===== src/design/bnms_pkg.sv =====
// ----------------------------------------------------------------------------
// bnms_pkg
// Types, sizes and codes shared by the non-maximum suppression block.
// ----------------------------------------------------------------------------
package bnms_pkg;

	localparam int MAX_KEPT  = 256;
	localparam int KIDX_W    = (MAX_KEPT > 1) ? $clog2(MAX_KEPT) : 1;
	localparam int CNT_W     = $clog2(MAX_KEPT + 1);

	localparam int COORD_W   = 16;
	localparam int LABEL_W   = 8;
	localparam int EDGE_W    = COORD_W + 2;
	localparam int AREA_W    = 2 * COORD_W;
	localparam int UNION_W   = AREA_W + 1;
	localparam int THR_W     = 16;
	localparam int PROD_W    = UNION_W + THR_W;
	localparam int IDX_W     = 16;

	localparam int CFG_IDX_W  = 1;
	localparam int CFG_DATA_W = 16;

	localparam logic [CFG_IDX_W-1:0] REG_IOU_THRESHOLD  = 1'd0;
	localparam logic [CFG_IDX_W-1:0] REG_CLASS_AGNOSTIC = 1'd1;

	localparam logic [THR_W-1:0] THR_RESET = 16'd29491;
	localparam logic [IDX_W-1:0] IDX_MAX   = 16'hFFFF;

	typedef struct packed {
		logic [COORD_W-1:0] left;
		logic [COORD_W-1:0] top;
		logic [COORD_W-1:0] width;
		logic [COORD_W-1:0] height;
		logic [LABEL_W-1:0] label;
	} box_t;

	localparam int ENTRY_W = $bits(box_t);

	typedef struct packed {
		logic hit_valid;
		logic hit;
		logic busy;
	} iou_stat_t;

	typedef enum logic [1:0] {
		ST_IDLE,
		ST_SCAN,
		ST_DRAIN,
		ST_FINISH
	} state_t;

endpackage


===== src/design/bnms_iou.sv =====
// ----------------------------------------------------------------------------
// bnms_iou
// Pipelined overlap test of the current box against one kept entry a cycle:
// overlap, areas, union, scaled threshold, compare.
// ----------------------------------------------------------------------------
module bnms_iou import bnms_pkg::*; (
	input  logic             clk,
	input  logic             arst_n,
	input  logic             entry_valid,
	input  box_t             entry,
	input  box_t             box,
	input  logic [THR_W-1:0] thr,
	input  logic             agnostic,
	output iou_stat_t        stat
);

	logic signed [EDGE_W-1:0] al, ar, bl, br, lo_x, hi_x;
	logic signed [EDGE_W-1:0] at, ab, bt, bb, lo_y, hi_y;
	logic [COORD_W-1:0]       ovx, ovy;

	logic                v_s1, v_s2, v_s3, v_s4;
	logic                match_s1, match_s2, match_s3, match_s4;
	logic [COORD_W-1:0]  ovx_s1, ovy_s1, bw_s1, bh_s1;
	logic [AREA_W-1:0]   inter_s2, barea_s2, inter_s3, inter_s4;
	logic [UNION_W-1:0]  uni_s3;
	logic [PROD_W-1:0]   prod_s4;
	logic [AREA_W-1:0]   area_q;

	always_comb begin
		al = EDGE_W'($signed(box.left));
		ar = al + $signed({2'b00, box.width});
		bl = EDGE_W'($signed(entry.left));
		br = bl + $signed({2'b00, entry.width});
		lo_x = (al > bl) ? al : bl;
		hi_x = (ar < br) ? ar : br;
		ovx = (hi_x > lo_x) ? COORD_W'(hi_x - lo_x) : '0;

		at = EDGE_W'($signed(box.top));
		ab = at + $signed({2'b00, box.height});
		bt = EDGE_W'($signed(entry.top));
		bb = bt + $signed({2'b00, entry.height});
		lo_y = (at > bt) ? at : bt;
		hi_y = (ab < bb) ? ab : bb;
		ovy = (hi_y > lo_y) ? COORD_W'(hi_y - lo_y) : '0;
	end

	always_ff @(posedge clk or negedge arst_n) begin
		if (!arst_n) begin
			v_s1 <= 1'b0;
			v_s2 <= 1'b0;
			v_s3 <= 1'b0;
			v_s4 <= 1'b0;
		end else begin
			v_s1 <= entry_valid;
			v_s2 <= v_s1;
			v_s3 <= v_s2;
			v_s4 <= v_s3;
		end
	end

	always_ff @(posedge clk) begin
		area_q   <= box.width * box.height;

		match_s1 <= agnostic || (entry.label == box.label);
		ovx_s1   <= ovx;
		ovy_s1   <= ovy;
		bw_s1    <= entry.width;
		bh_s1    <= entry.height;

		match_s2 <= match_s1;
		inter_s2 <= ovx_s1 * ovy_s1;
		barea_s2 <= bw_s1 * bh_s1;

		match_s3 <= match_s2;
		inter_s3 <= inter_s2;
		uni_s3   <= {1'b0, area_q} + {1'b0, barea_s2} - {1'b0, inter_s2};

		match_s4 <= match_s3;
		inter_s4 <= inter_s3;
		prod_s4  <= thr * uni_s3;
	end

	always_comb begin
		stat.hit_valid = v_s4;
		stat.hit       = match_s4 && ({1'b0, inter_s4, 16'h0000} > prod_s4);
		stat.busy      = v_s1 | v_s2 | v_s3 | v_s4;
	end

endmodule


===== config.mk =====
export PLATFORM = sky130hd
export DESIGN_NAME = bnms_iou
export DESIGN_NICKNAME = d
export VERILOG_FILES = /design/src/design/bnms_pkg.sv /design/src/design/bnms_iou.sv
export SDC_FILE = /design/constraint.sdc
export NUM_CORES = 2
export LEC_CHECK = 0
export ABC_AREA = 1
export BUFFER_PORTS_ARGS = -buffer_cell sky130_fd_sc_hd__buf_2
export CAP_MARGIN = 20
export CORE_ASPECT_RATIO = 1.1
export CORE_UTILIZATION = 45
export DETAILED_ROUTE_END_ITERATION = 10
export PLACE_DENSITY = 0.59
export SYNTH_ARGS = -nofsm -noshare
export SYNTH_HDL_FRONTEND = slang
export SYNTH_SLANG_ARGS = --single-unit

===== constraint.sdc =====
create_clock -name clk -period 7.02 [get_ports clk]
set_input_delay 0.702 -clock clk [delete_from_list [all_inputs] [get_ports clk]]
set_output_delay 0.702 -clock clk [all_outputs]
set_load 0.005 [all_outputs]

==> summary.md <==
| Metric | Value |
|---|---|
| Xor/xnor cell area share of the yosys netlist | 0.03685 |
| Largest net degree at the start of global routing | 34 |
| Antenna Nets Post-Route | 0 |
| Worst Setup Start Kind | flop |
| Synth Warn # | 0 |
| H-tree depth | 2 |
| Critical-path cell list | nand2_1 -> fa_1 -> fa_1 -> fa_1 -> fa_1 -> inv_1 -> fa_1 -> fa_1 -> ha_1 -> nand2_1 -> nor2_1 -> nand2_1 -> o211ai_1 -> a21boi_0 -> buf_4 -> o21ai_0 -> a21oi_1 -> o21ai_0 -> xor2_1 |
| Most frequent cells after synthesis | inv_1, nand2_1, fa_1 |
| Routed WL | between 150,000 and 200,000 um |
| Achievable frequency | 153.3 MHz |
| Hold WC Path Type | input port to flop |
| WP buf/inv | 2 |
| CTS max path bufs | 3 |
| Final setup fails | 0 |
| Family with the most delay on the worst path | adder cells |
| Most common cell in the netlist | inv_1 |
| Ports | ~170 |
| DRC | 0 |
| WL met1 | between 70,000 and 80,000 um |
| Clock Latency Late Sink | 590 ps |
| Largest family of logic cells by synthesized area | adder cells |
| # nets final | just under 10k |
| Adder-cell area share of the yosys netlist | 0.4827 |
| Vias per inst | between 4 and 5 |
| Synth area leader | fa_1 |
| Top cells by area, synth | fa_1, ha_1, inv_1, nand2_1, dfxtp_1 |
| CP max FO | 16 |
| Cell variety after synth | 61 |
| Min cycle time layout | about 6500 ps |
| Vias in the first global route | slightly above 50k |
| Crit path capture type | flop |
| Clock-pin slew on the worst setup and hold paths | 70 ps |
| Worst hold slack | about 250 ps |
| RSZ-0062 raised after global routing | false |
| Slowest stage cell, crit path | dfxtp_1 |
| Mean area per synthesized cell | about 7.8 sq um |
| Total GRT Usage | 0.2550 |
| Die H | approximately 390 um |
| Most common cell on crit path | fa_1 |
| Yosys reg bits | about 310 |
| Max Cap Viol | 0 |
| Sink Count | 314 |
| Critical Path RT | ~7500 ps |
| Vias | roughly 48k |
| Area of the mapped netlist | approximately 61,000 sq um |
| Clock Skew | 39.89 ps |
| CTS tree | built |
| Setup TNS | 0 ps |
| Final period utilization | 0.9294 |
| Status | finished, final reports clean |
| Number of enable flip-flop cells after synthesis | 0 |
| CTS root buf | clkbuf_16 |
| Compound-Gate Fraction of Synth Area | 0.06285 |
| Synth top area share | 0.3462 |
| Starting Density | 0.4532 |
| Mapped Cells | about 7.8k |
| Final Non-Filler Cells | about 9.6k |
| Syn Nets | 9,675 |
| Ys async rst share | 0.01274 |
| HPWL after DPL | ~150,000 um |
| CP arrival | around 7000 ps |
| Proportion of synthesized chip area in sequential cells | 0.1037 |
| DR WL met2 | 82,870 um |
| Std cell rows | 141 |
| DIE AREA | approximately 140,000 sq um |
| DR iter-0 viols | roughly 2.7k |
| Buffers on Ports | roughly 170 |
| Placed Cells | 9,542 |
| Worst reg-to-reg setup slack | approximately 500 ps |
| Max stage delay on crit path | approximately 860 ps |
| TritonCTS Buffers | 37 |
| Slew @ Worst Pin | 1021 ps |
| Cts repair resizes | 0 |
| Area Overhead vs Synth | 6.779% |
| Drt wl/cell | 17.59 um |
| Hold Violations, Final | 0 |
| Total gr overflow | 0 |
| GP Congestion | 0.9384 |
| Crit Path Category | flop to flop |
| Global-route wire length before repair | 276,100 um |
| Die width | 352.6 um |
| Simple-Gate Fraction of Synth Area | 0.1603 |
| Number of antenna violations at the first check in global routing | 4 |
| Ys flop type | dfxtp_1 |
| Core Region | between 100,000 and 150,000 sq um |
| Max_slew headroom | 0.3182 |
| Met3 routed WL | 7666 um |
| Top sig layer | met4 |
| Post-synthesis mux area share | 0 |
| Layout cells sized above 1 | 0.06148 |
| Final number of max-transition violations | 0 |
| TritonRoute pass-1 iters | 5 |
path summary, 6_finish.rpt:
kind | from | cells past startpoint | to
setup / recovery | uni_s3[8] | 19 | prod_s4[48]
hold / removal | entry[12] | 1 | bh_s1[4]
setup reg to reg | uni_s3[8] | 19 | prod_s4[48]
hold reg to reg | inter_s3[27] | 0 | inter_s4[27]
max in group asynchronous | arst_n | 2 | v_s4
min in group asynchronous | arst_n | 2 | v_s1
through the flow:
step                area [sq um]  setup slack (ps)    util
floorplan                  60840             498.2       -
global placement           63650             36.75  0.4741
detailed placement         63650             15.52  0.4741
CTS                        64960             514.3  0.4838
global route               64960             182.5  0.4839
finish                     64960             495.3  0.4839
metal layers:
layer | vias to the layer above | GRT usage
li1 | 22822 | -
met1 | 23468 | 0.3260
met2 | 1249 | 0.4482
met3 | 295 | 0.02292
met4 | 0 | 0.09099
met5 | - | 0
cell usage in the layout (no fill, tap or decap), types with 6 or more instances in the layout:
cell       synthesis  routed
dfxtp_1          310     310
a21o_1            25      25
xor2_1           164     164
fa_1            1052    1052
o211ai_1          11      11
nor2_4             6       6
a211oi_1          13      13
a31oi_1           55      55
nand3_2           35      35
o2111ai_1          7       7
buf_12             1       6
clkbuf_16          0      37
o21ai_0          150     150
nor3_1            29      29
o21bai_1          13      13
nor4_1            19      19
buf_4              3     127
a21boi_0          14      14
xnor2_1           92      92
ha_1             664     664
nand2_1         1847    1847
inv_1           2126    2126
buf_2              3     166
nor2_1           220     220
a21oi_1          299     299
nand2_2           29      29
nand3_1          138     138
o21a_1             8       8
inv_2              9       9
a21oi_2            6       6
o21ai_1           15      15
nand4_1           27      27
flip-flops by register name (all words and copies together) (netlist names), 16 cells and up:
name	count
area_q	32
bw_s1	16
inter_s2	32
barea_s2	32
ovy_s1	16
inter_s4	32
bh_s1	16
ovx_s1	16
inter_s3	32
uni_s3	33
prod_s4	49
what timing repair did:
item                      CTS  global route
hold endpoints to repair    4             0
hold buffers                1             0
buffers inserted            0             0
cell families (layout without fill, tap and decap cells):
group,Yosys count,after routing
AND/OR/NAND/NOR,2378,2378
other,0,2
AO/OA/AOI/OAI,657,657
adder cells (fa/ha/maj),1716,1716
flip-flops,314,314
buffers and inverters,2474,2503
XOR/XNOR,256,256
final cells by class:
class                   count  area, sq um
clock inverters            23        309.0
well taps                1787         2236
repair buffers            300         1914
clock buffers              45        985.9
flip-flops and latches    314         6306
diodes                      2        5.005
fillers                 13344        69290
multi-input cells        5007        45190
inverters                2135         8014
Power is left out: the tool's default activity adds up to more than one toggle a clock period on the data nets, which glitch-free logic cannot reach.
