**config.mk**
```make
export PLATFORM = sky130hd
export DESIGN_NAME = bnms_ram
export DESIGN_NICKNAME = d
export VERILOG_FILES = /design/src/design/bnms_ram.sv
export SDC_FILE = /design/constraint.sdc
export NUM_CORES = 1
export LEC_CHECK = 0
export BUFFER_PORTS_ARGS = -buffer_cell sky130_fd_sc_hd__buf_2
export CAP_MARGIN = 5
export CORE_UTILIZATION = 31
export CTS_CLUSTER_DIAMETER = 30
export CTS_CLUSTER_SIZE = 10
export DETAILED_ROUTE_END_ITERATION = 7
export PLACE_DENSITY_LB_ADDON = 0.1
export SLEW_MARGIN = 20
export SYNTH_ARGS = -nofsm -noshare
export SYNTH_HDL_FRONTEND = slang
export SYNTH_SLANG_ARGS = --single-unit
export TNS_END_PERCENT = 50
```
**constraint.sdc**
```tcl
create_clock -name clk -period 2.35 [get_ports clk]
set_clock_uncertainty 0.15 [all_clocks]
set_input_delay 0.1175 -clock clk [delete_from_list [all_inputs] [get_ports clk]]
set_output_delay 0.1175 -clock clk [all_outputs]
set_load 0.02 [all_outputs]
```
**src/design/bnms_ram.sv**
```systemverilog
// ----------------------------------------------------------------------------
// bnms_ram
// Simple dual-port synchronous RAM, one write and one registered read port.
// ----------------------------------------------------------------------------
module bnms_ram #(
	parameter int WIDTH = 8,
	parameter int DEPTH = 16
) (
	input  logic                                    clk,
	input  logic                                    we,
	input  logic [((DEPTH > 1) ? $clog2(DEPTH) : 1)-1:0] waddr,
	input  logic [WIDTH-1:0]                        wdata,
	input  logic                                    re,
	input  logic [((DEPTH > 1) ? $clog2(DEPTH) : 1)-1:0] raddr,
	output logic [WIDTH-1:0]                        rdata
);

	logic [WIDTH-1:0] mem_q [DEPTH];

	always_ff @(posedge clk) begin
		if (we) begin
			mem_q[waddr] <= wdata;
		end
		if (re) begin
			rdata <= mem_q[raddr];
		end
	end

endmodule

```
==> flow_summary.json, run 1 <==
{
  "crit_buf_inv": 0,
  "yosysUniqueCellTypes": 18,
  "tns_ns": 0,
  "tightest_slew_ns": 0.454,
  "viasPerCell": 4.67,
  "wirelength_microns": 10700,
  "drtIter0Drc": 254,
  "cts_tree": "done",
  "clock-sinks": 136,
  "dr_total_vias": 2470,
  "crit_chain": "mux4_1 > a22oi_1 > nand2_1",
  "ys_ff_latch": 136,
  "criticalPathCategory": "reg2reg",
  "cpPeakStageDelay_ns": 0.53,
  "fmax_ghz": 0.594,
  "maxSlewHeadroom_pct": 69.6,
  "post_dp_cell_area_sq_um": 5740,
  "cp.arrival_ns": 1.70,
  "synthCells": 229,
  "power.density_nw_per_um2": 905,
  "die_height_microns": 132,
  "grt_pass1_wl_microns": 16100,
  "layout.nets": 315,
  "yosys.area.top_type": "edfxtp_1",
  "cp_slowest_cell": "mux4_1",
  "syn_to_final_growth_pct": 23.7,
  "worstSetupStartpointType": "register",
  "r2r-start": "mem_q[1][0]",
  "maxSlewViolCount": 0,
  "outcome": "completed",
  "fin_crit_ns": 1.68,
  "num_rows": 47,
  "ir_drop_v": 0.000543,
  "postCtsHoldBufs": 9,
  "ys_warn_count": 0,
  "fin_crit_sh_pct": 71.6,
  "grtUsageTotal_pct": 13.5,
  "grt_max_degree": 33,
  "min_to": "mem_q[4][2]",
  "cts_setup_buffers": 0,
  "hpwl_microns": 6940,
  "avgRoutedWirePerCell_microns": 20.2,
  "hold_violations": 0,
  "drtAntennaViolNets": 0,
  "coreArea_sq_um": 16500,
  "diodes": 0,
  "ios": 27,
  "hold_path_class": "in2reg",
  "drc": 0,
  "r2r-end": "rdata[0]",
  "numCtsBuffers": 17,
  "clk_latency_ns": 0.42,
  "firstDrtPassIters": 6,
  "layout_commonest_cell": "edfxtp_1",
  "antenna_found_initial": 0,
  "reg2reg_slack_ns": 0.67,
  "start_util_pct": 31.6,
  "synthTopCellsByArea": "edfxtp_1 (78%), mux4_2 (7.8%), mux4_1 (7.0%), a22oi_1 (2.3%), nor2_1 (0.93%)",
  "dieArea_sq_um": 17400,
  "crit_family": "multiplexers",
  "avgSynthCellArea_sq_um": 22.8,
  "min_from": "waddr[0]",
  "root_buffer": "clkbuf_16",
  "layout-drive-gt1-share_pct": 31.4,
  "p_leak_nw": 2.18,
  "rsz0062_at_grt": "false",
  "cts.repair.resized": 0,
  "synth_nets": 248,
  "end_kind": "register",
  "cap_violations": 0,
  "setup_viol": 0,
  "cp.required_ns": 2.37,
  "hold_depth": 3,
  "path_clk_slew_ns": 0.06,
  "ys_seq_area_share_pct": 78.1,
  "htreeDepth": 4,
  "dieWidth_microns": 132,
  "clockBufferDepth": 2,
  "routabilityCongestion": 0.706,
  "layout_common_cells": "edfxtp_1 (136), buf_2 (26), buf_4 (21)",
  "yosysTopAreaCellShare_pct": 78.1,
  "ff2ff_path_depth": 3,
  "grt_pass1_vias": 2539,
  "cp_max_fo": 1,
  "io_buffers": 26,
  "fin_area_sq_um": 6470,
  "netlist_area_sq_um": 5230,
  "fill_cells": 1473,
  "grt_remaining_overflow": 0
}
cell type report:
cell class / instances / area, sq um / share of cell area (%)
Sequential cell: 136 / 4080 / 63.1
Clock buffer: 18 / 429 / 6.63
Timing Repair Buffer: 58 / 418 / 6.46
Multi-Input combinational cell: 83 / 1060 / 16.3
Tap cell: 220 / 275 / 4.26
Clock inverter: 14 / 205 / 3.17
synthesized netlist by cell type, drive strengths merged:
master	count
and2	1
and2b	1
or3b	1
nand2	9
nand3b	2
buf	7
a22oi	16
nor2b	1
nor3	4
nor2	13
mux4	32
nand2b	2
nand3	1
clkdlybuf4s25	3
edfxtp	136
sequential cells by signal, summed over array words and instances, names as in the netlist:
signal / flops
mem_q: 128
rdata: 8
logic make-up (layout without fill, tap and decap cells):
logic type / Yosys count / in the layout / synth area share [%]
buffers and inverters: 10 / 90 / 1.65
AO/OA/AOI/OAI: 16 / 16 / 2.30
multiplexers: 32 / 32 / 14.8
AND/OR/NAND/NOR: 35 / 35 / 3.14
flip-flops: 136 / 136 / 78.1
worst max path at each step:
stage / start / to / cells past startpoint
6_report: mem_q[1][0] / rdata[0] / 3
2_1_floorplan: waddr[2] / mem_q[0][0] / 2
4_1_cts: mem_q[1][0] / rdata[0] / 3
3_5_place_dp: raddr[0] / rdata[3] / 5
3_3_place_gp: raddr[0] / rdata[2] / 5
5_1_grt: mem_q[2][6] / rdata[6] / 3
power breakdown:
part           internal [mW]  switching [mW]
combinational          0.120           0.161
clock                   1.87           0.961
sequential              2.73          0.0134
total                   4.72            1.13
worst reg2reg max path, cell delays in order (launching register included):
cell and delay, ns:
edfxtp_1 0.36, mux4_1 0.53, a22oi_1 0.30, nand2_1 0.10
metal layers:
layer,routed length (microns),up-vias,GRT usage (%)
li1,-,1117,-
met3,519,18,3.65
met5,0,-,0
met2,5030,64,20.4
met4,235,0,6.78
met1,4890,1271,17.9
stage by stage:
stage               cells  hold WS [ns]  setup slack (ns)  util (%)  total power, mW
floorplan             229        0.0664             0.590         -             2.95
global placement      488         0.362             0.274      34.8             3.08
detailed placement    488         0.359             0.277      34.8             3.08
CTS                   529         0.108             0.629      39.1             5.92
global route          529         0.135             0.572      39.1             6.03
finish                529         0.127             0.667      39.1             5.86
(Power assumes the default switching activity.)
==> run 2, diff against run 1 <==
clock period = 1.5 ns   (was 2.35 ns; I/O delays follow)
==> run 2 against run 1 <==
Against the previous run:
- the run now ends with setup timing left
- die area unchanged
- global-route usage increased by 0.85 points
- flip-flop and latch count unchanged
- final cell count increased by 2.1%
- first-iteration DRC count decreased by 45%
- via count increased by 3.8%
- fmax increased by 3.8%
- critical endpoint is now rdata[7]
- largest power group is now registers
==> flow_summary.json, run 2 (synthesis gave the netlist of run 1 again) <==
{
  "p_leak_nw": 2.19,
  "clockBufferDepth": 2,
  "r2r-start": "mem_q[3][7]",
  "numCtsBuffers": 17,
  "drc": 0,
  "dieWidth_microns": 132,
  "cp-endpoint": "rdata[7]",
  "ff2ff_path_depth": 3,
  "dr_total_vias": 2563,
  "root_buffer": "clkbuf_16",
  "hold_violations": 0,
  "layout_commonest_cell": "edfxtp_1",
  "layout_setup_ws_ns": -0.122,
  "num_rows": 47,
  "syn_to_final_growth_pct": 25.7,
  "grt_max_degree": 17,
  "antenna_found_initial": 0,
  "top_register": "mem_q",
  "io_buffers": 26,
  "r2r-end": "rdata[7]",
  "end_kind": "register",
  "cts_setup_buffers": 0,
  "path_clk_slew_ns": 0.05,
  "drtIter0Drc": 140,
  "fill_cells": 1490,
  "largest_register_ffs": 128,
  "die_height_microns": 132,
  "start_util_pct": 31.6,
  "setup_viol": 7,
  "maxSlewViolCount": 0,
  "worstSetupStartpointType": "register",
  "routabilityCongestion": 0.711,
  "fmax_ghz": 0.617,
  "cp_max_fo": 1,
  "crit_start": "mem_q[3][7]",
  "drtAntennaViolNets": 0,
  "layout_common_cells": "edfxtp_1 (136), mux4_2 (30), buf_4 (28)",
  "grtUsageTotal_pct": 14.3,
  "maxSlewHeadroom_pct": 44.2,
  "cts_tree": "done",
  "clk_latency_ns": 0.41,
  "hold_depth": 3,
  "wirelength_microns": 11500,
  "grt_pass1_wl_microns": 17200,
  "outcome": "complete, but fails checks",
  "fin_crit_sh_pct": 108,
  "dieArea_sq_um": 17400,
  "coreArea_sq_um": 16500,
  "grt_pass1_vias": 2710,
  "rsz0062_at_grt": "true",
  "fin_crit_ns": 1.62,
  "power.density_nw_per_um2": 1280,
  "layout_top_registers": "mem_q (128), rdata (8)",
  "dp_slack_ns": -0.399,
  "firstDrtPassIters": 4,
  "htreeDepth": 4,
  "avgRoutedWirePerCell_microns": 21.3,
  "utilization_pct": 39.8,
  "ios": 27,
  "criticalPathCategory": "reg2reg",
  "violations": "setup timing",
  "cp.required_ns": 1.50,
  "reg2reg_slack_ns": -0.12,
  "ir_drop_v": 0.000787,
  "clock-sinks": 136,
  "layout-drive-gt1-share_pct": 40.0,
  "grt_remaining_overflow": 0,
  "viasPerCell": 4.75,
  "tightest_slew_ns": 0.836,
  "diodes": 0,
  "layout.nets": 331,
  "hpwl_microns": 7820,
  "cap_violations": 0,
  "cp.arrival_ns": 1.62,
  "hold_path_class": "in2reg"
}
run 2: changes by cell type in the layout (fill, tap and decap cells not counted), sizes merged:
cell,previous run,this run
buf,49,65
clkbuf,18,21
bufinv,5,1
clkinv,7,4
clkinvlp,2,1
run 2: final cells by class:
type	instances	area [sq um]	area share, %
Sequential cell	136	4080	62.2
Tap cell	220	275	4.19
Clock buffer	21	440	6.70
Multi-Input combinational cell	83	1060	16.2
Timing Repair Buffer	74	651	9.90
Clock inverter	6	56.3	0.857
run 2: repair_timing:
item / CTS / global route
pin swaps: 11 / 0
endpoints found under the setup margin: 8 / 8
hold endpoints to repair: 136 / 0
hold buffers: 9 / 0
gates cloned: 0 / 0
gates resized for setup: 20 / 1
run 2: worst min path at each step:
| stage | from | end | slack, ns |
|---|---|---|---|
| global route | waddr[0] | mem_q[0][1] | 0.06 |
| floorplan | wdata[0] | mem_q[0][0] | 0.02 |
| detailed placement | re | rdata[3] | 0.31 |
| global placement | re | rdata[3] | 0.31 |
| CTS | waddr[0] | mem_q[0][1] | 0.04 |
| finish | waddr[0] | mem_q[0][1] | 0.05 |
run 2: worst max-delay path, stage by stage, from the launching register on:
cell and delay [ns]:
edfxtp_1 0.36, mux4_2 0.48, a22oi_2 0.24, nand2_1 0.12
run 2: report_power, final:
part           switching, mW  leakage, nW  total (mW)  internal [mW]
Combinational          0.279        0.710       0.520          0.241
Sequential            0.0219         1.24        4.31           4.29
Clock                   1.39        0.242        3.60           2.21
run 2: per-stage QoR:
step	total power [mW]	hold slack [ns]	area [sq um]	TNS, ns	std cells
4_1_cts	8.52	0.0390	6570	-0.501	540
5_1_grt	8.72	0.0564	6570	-0.812	540
6_report	8.43	0.0543	6570	-0.432	540
3_3_place_gp	4.87	0.311	5990	-2.59	505
2_1_floorplan	4.62	0.0239	5230	-0.0347	229
3_5_place_dp	4.88	0.308	5990	-2.78	505
run 2: per-layer routing:
| metal | share of wire [%] | GRT usage, % |
|---|---|---|
| met3 | 3.9 | 4.34 |
| met2 | 47 | 21.7 |
| met5 | 0 | 0 |
| met1 | 48 | 19.4 |
| met4 | 1.5 | 5.43 |
==> run 3, diff against run 2 <==
--- a/config.mk
+++ b/config.mk
@@ -9,3 +9,3 @@
 export CAP_MARGIN = 5
-export CORE_UTILIZATION = 31
+export CORE_UTILIZATION = 35
 export CTS_CLUSTER_DIAMETER = 30
==> constraint.sdc (replaced) <==
create_clock -name clk -period 1.5 [get_ports clk]
set_clock_uncertainty 0.15 [all_clocks]
set_input_delay 0.225 -clock clk [delete_from_list [all_inputs] [get_ports clk]]
set_output_delay 0.225 -clock clk [all_outputs]
set_load 0.02 [all_outputs]
==> run 3 against run 2 <==
Against the previous run:
- the flow still finishes with violations (setup timing)
- critical path depth is the same
- sequential share of layout area grew 0.77 points
- clock power grew 23%
- global-route usage grew 1.5 points
- critical path type unchanged
- critical endpoint is now rdata[0]
- largest power group is now the clock network
- highest routed layer unchanged
==> flow_summary.json, run 3 (synthesis gave the netlist of run 1 again) <==
{
  "grt_use_met1_pct": 21.6,
  "multiInputGateArea_sq_um": 1080,
  "violations": "setup timing",
  "hold_path_class": "in2reg",
  "grt_pass1_vias": 2723,
  "cp.required_ns": 1.51,
  "diodes": 0,
  "worstSetupStartpointType": "register",
  "cpPeakStageDelay_ns": 0.50,
  "numCtsBuffers": 17,
  "start_util_pct": 36.0,
  "layout_commonest_cell": "edfxtp_1",
  "crit_start": "mem_q[3][0]",
  "drtAntennaViolNets": 0,
  "layout_setup_ws_ns": -0.0468,
  "layout.nets": 313,
  "htreeDepth": 4,
  "crit_buf_inv": 0,
  "hold_violations": 0,
  "post_dp_cell_area_sq_um": 5820,
  "maxSlewHeadroom_pct": 28.5,
  "r2r-start": "mem_q[3][0]",
  "grt_remaining_overflow": 0,
  "die_height_microns": 124,
  "grt-busiest-layer": "met2",
  "whs_ns": 0.0494,
  "clk_latency_ns": 0.41,
  "setup_viol": 7,
  "met3_usage_pct": 3.58,
  "avgRoutedWirePerCell_microns": 22.8,
  "drc": 0,
  "cts_setup_buffers": 0,
  "dp_slack_ns": -0.493,
  "crit_family": "multiplexers",
  "cp-endpoint": "rdata[0]",
  "wirelength_microns": 11200,
  "fmax_ghz": 0.647,
  "coreArea_sq_um": 14500,
  "top_register": "mem_q",
  "layout_common_cells": "edfxtp_1 (136), mux4_2 (29), buf_2 (26)",
  "met2_usage_pct": 24.8,
  "p_leak_nw": 2.16,
  "ff2ff_path_depth": 3,
  "fin_crit_sh_pct": 103,
  "utilization_pct": 44.6,
  "criticalPathCategory": "reg2reg",
  "largest_register_ffs": 128,
  "root_buffer": "clkbuf_16",
  "cap_violations": 0,
  "firstDrtPassIters": 4,
  "ios": 27,
  "antenna_found_initial": 0,
  "ir_drop_v": 0.000863,
  "cts_tree": "done",
  "rsz0062_at_grt": "true",
  "grt_pass1_wl_microns": 17300,
  "fin_cells": 491,
  "cp_slowest_cell": "mux4_2",
  "outcome": "complete, but fails checks",
  "layout_top_registers": "mem_q (128), rdata (8)",
  "fin_area_sq_um": 6490,
  "layout-drive-gt1-share_pct": 41.7,
  "seq_area_sq_um": 4080,
  "dieArea_sq_um": 15400,
  "viasPerCell": 5.07,
  "cp.depth": 3,
  "r2r-end": "rdata[0]",
  "num_rows": 44,
  "fill_cells": 1269,
  "dr_total_vias": 2490,
  "power.density_nw_per_um2": 1420,
  "grt_max_degree": 23,
  "clockBufferDepth": 2,
  "dieWidth_microns": 124,
  "syn_to_final_growth_pct": 24.1,
  "maxSlewViolCount": 0,
  "post-place-cells": 460,
  "drtIter0Drc": 210,
  "tightest_slew_ns": 1.07,
  "routabilityCongestion": 0.685,
  "fin_crit_ns": 1.55,
  "grtUsageTotal_pct": 15.8,
  "reg2reg_slack_ns": -0.05,
  "end_kind": "register",
  "cp.arrival_ns": 1.55,
  "hpwl_microns": 7060,
  "path_clk_slew_ns": 0.06,
  "cp_max_fo": 1,
  "io_buffers": 26,
  "crit_chain": "mux4_2 > a22oi_2 > nand2_1",
  "clock-sinks": 136
}
[run 3: cell types whose count changed in the layout (fill, tap and decap cells not counted), sizes merged]
| cell | change |
|---|---|
| clkbuf | -3 |
| dlygate4sd3 | -9 |
| clkinv | +3 |
| bufinv | +4 |
| clkinvlp | +1 |
| buf | -9 |
[run 3: worst min path at each step]
stage,startpoint,end,depth (start not counted)
after floorplan,wdata[0],mem_q[0][0],0
after global placement,wdata[3],mem_q[0][3],1
final,wdata[6],mem_q[11][6],1
after global routing,wdata[6],mem_q[8][6],1
after detailed placement,wdata[6],mem_q[1][6],1
after CTS,wdata[6],mem_q[4][6],1
[run 3: layer usage]
| metal | vias to the layer above | wire length [microns] |
|---|---|---|
| met5 | - | 0 |
| met4 | 0 | 132 |
| met3 | 11 | 481 |
| met2 | 66 | 5550 |
| met1 | 1312 | 5010 |
| li1 | 1101 | - |
[run 3: cell type report]
class	instances	share of cell area [%]
repair buffers	56	7.02
clock buffers	18	6.61
clock inverters	14	3.16
multi-input cells	83	16.7
well taps	184	3.55
flip-flops and latches	136	62.9
[run 3: stage by stage]
step                      TNS (ns)  power [mW]
after floorplan              -2.16        4.64
after global placement       -4.88        4.86
after detailed placement     -5.24        4.87
after CTS                   -0.345        9.32
after global routing        -0.548        9.54
final                       -0.183        9.23
[run 3: worst reg2reg max path, delay by kind of cell (launching register included)]
family             cells  cell delay (ns)
and+or+nand+nor        1             0.07
DFF                    1             0.36
AOI/OAI and AO/OA      1             0.22
muxes                  1             0.50
[run 3: power by group]
group / switching, mW / total, mW / leakage, nW / internal [mW]
clock network: 1.51 / 4.44 / 0.305 / 2.93
registers: 0.0244 / 4.31 / 1.24 / 4.28
logic: 0.272 / 0.484 / 0.621 / 0.212
[run 3: what timing repair did]
action                     4_1_cts  5_1_grt
cloned                           0        0
resized for setup               10        1
hold buffers                     0        0
setup endpoints to repair        8        8
pin swaps                        6        4
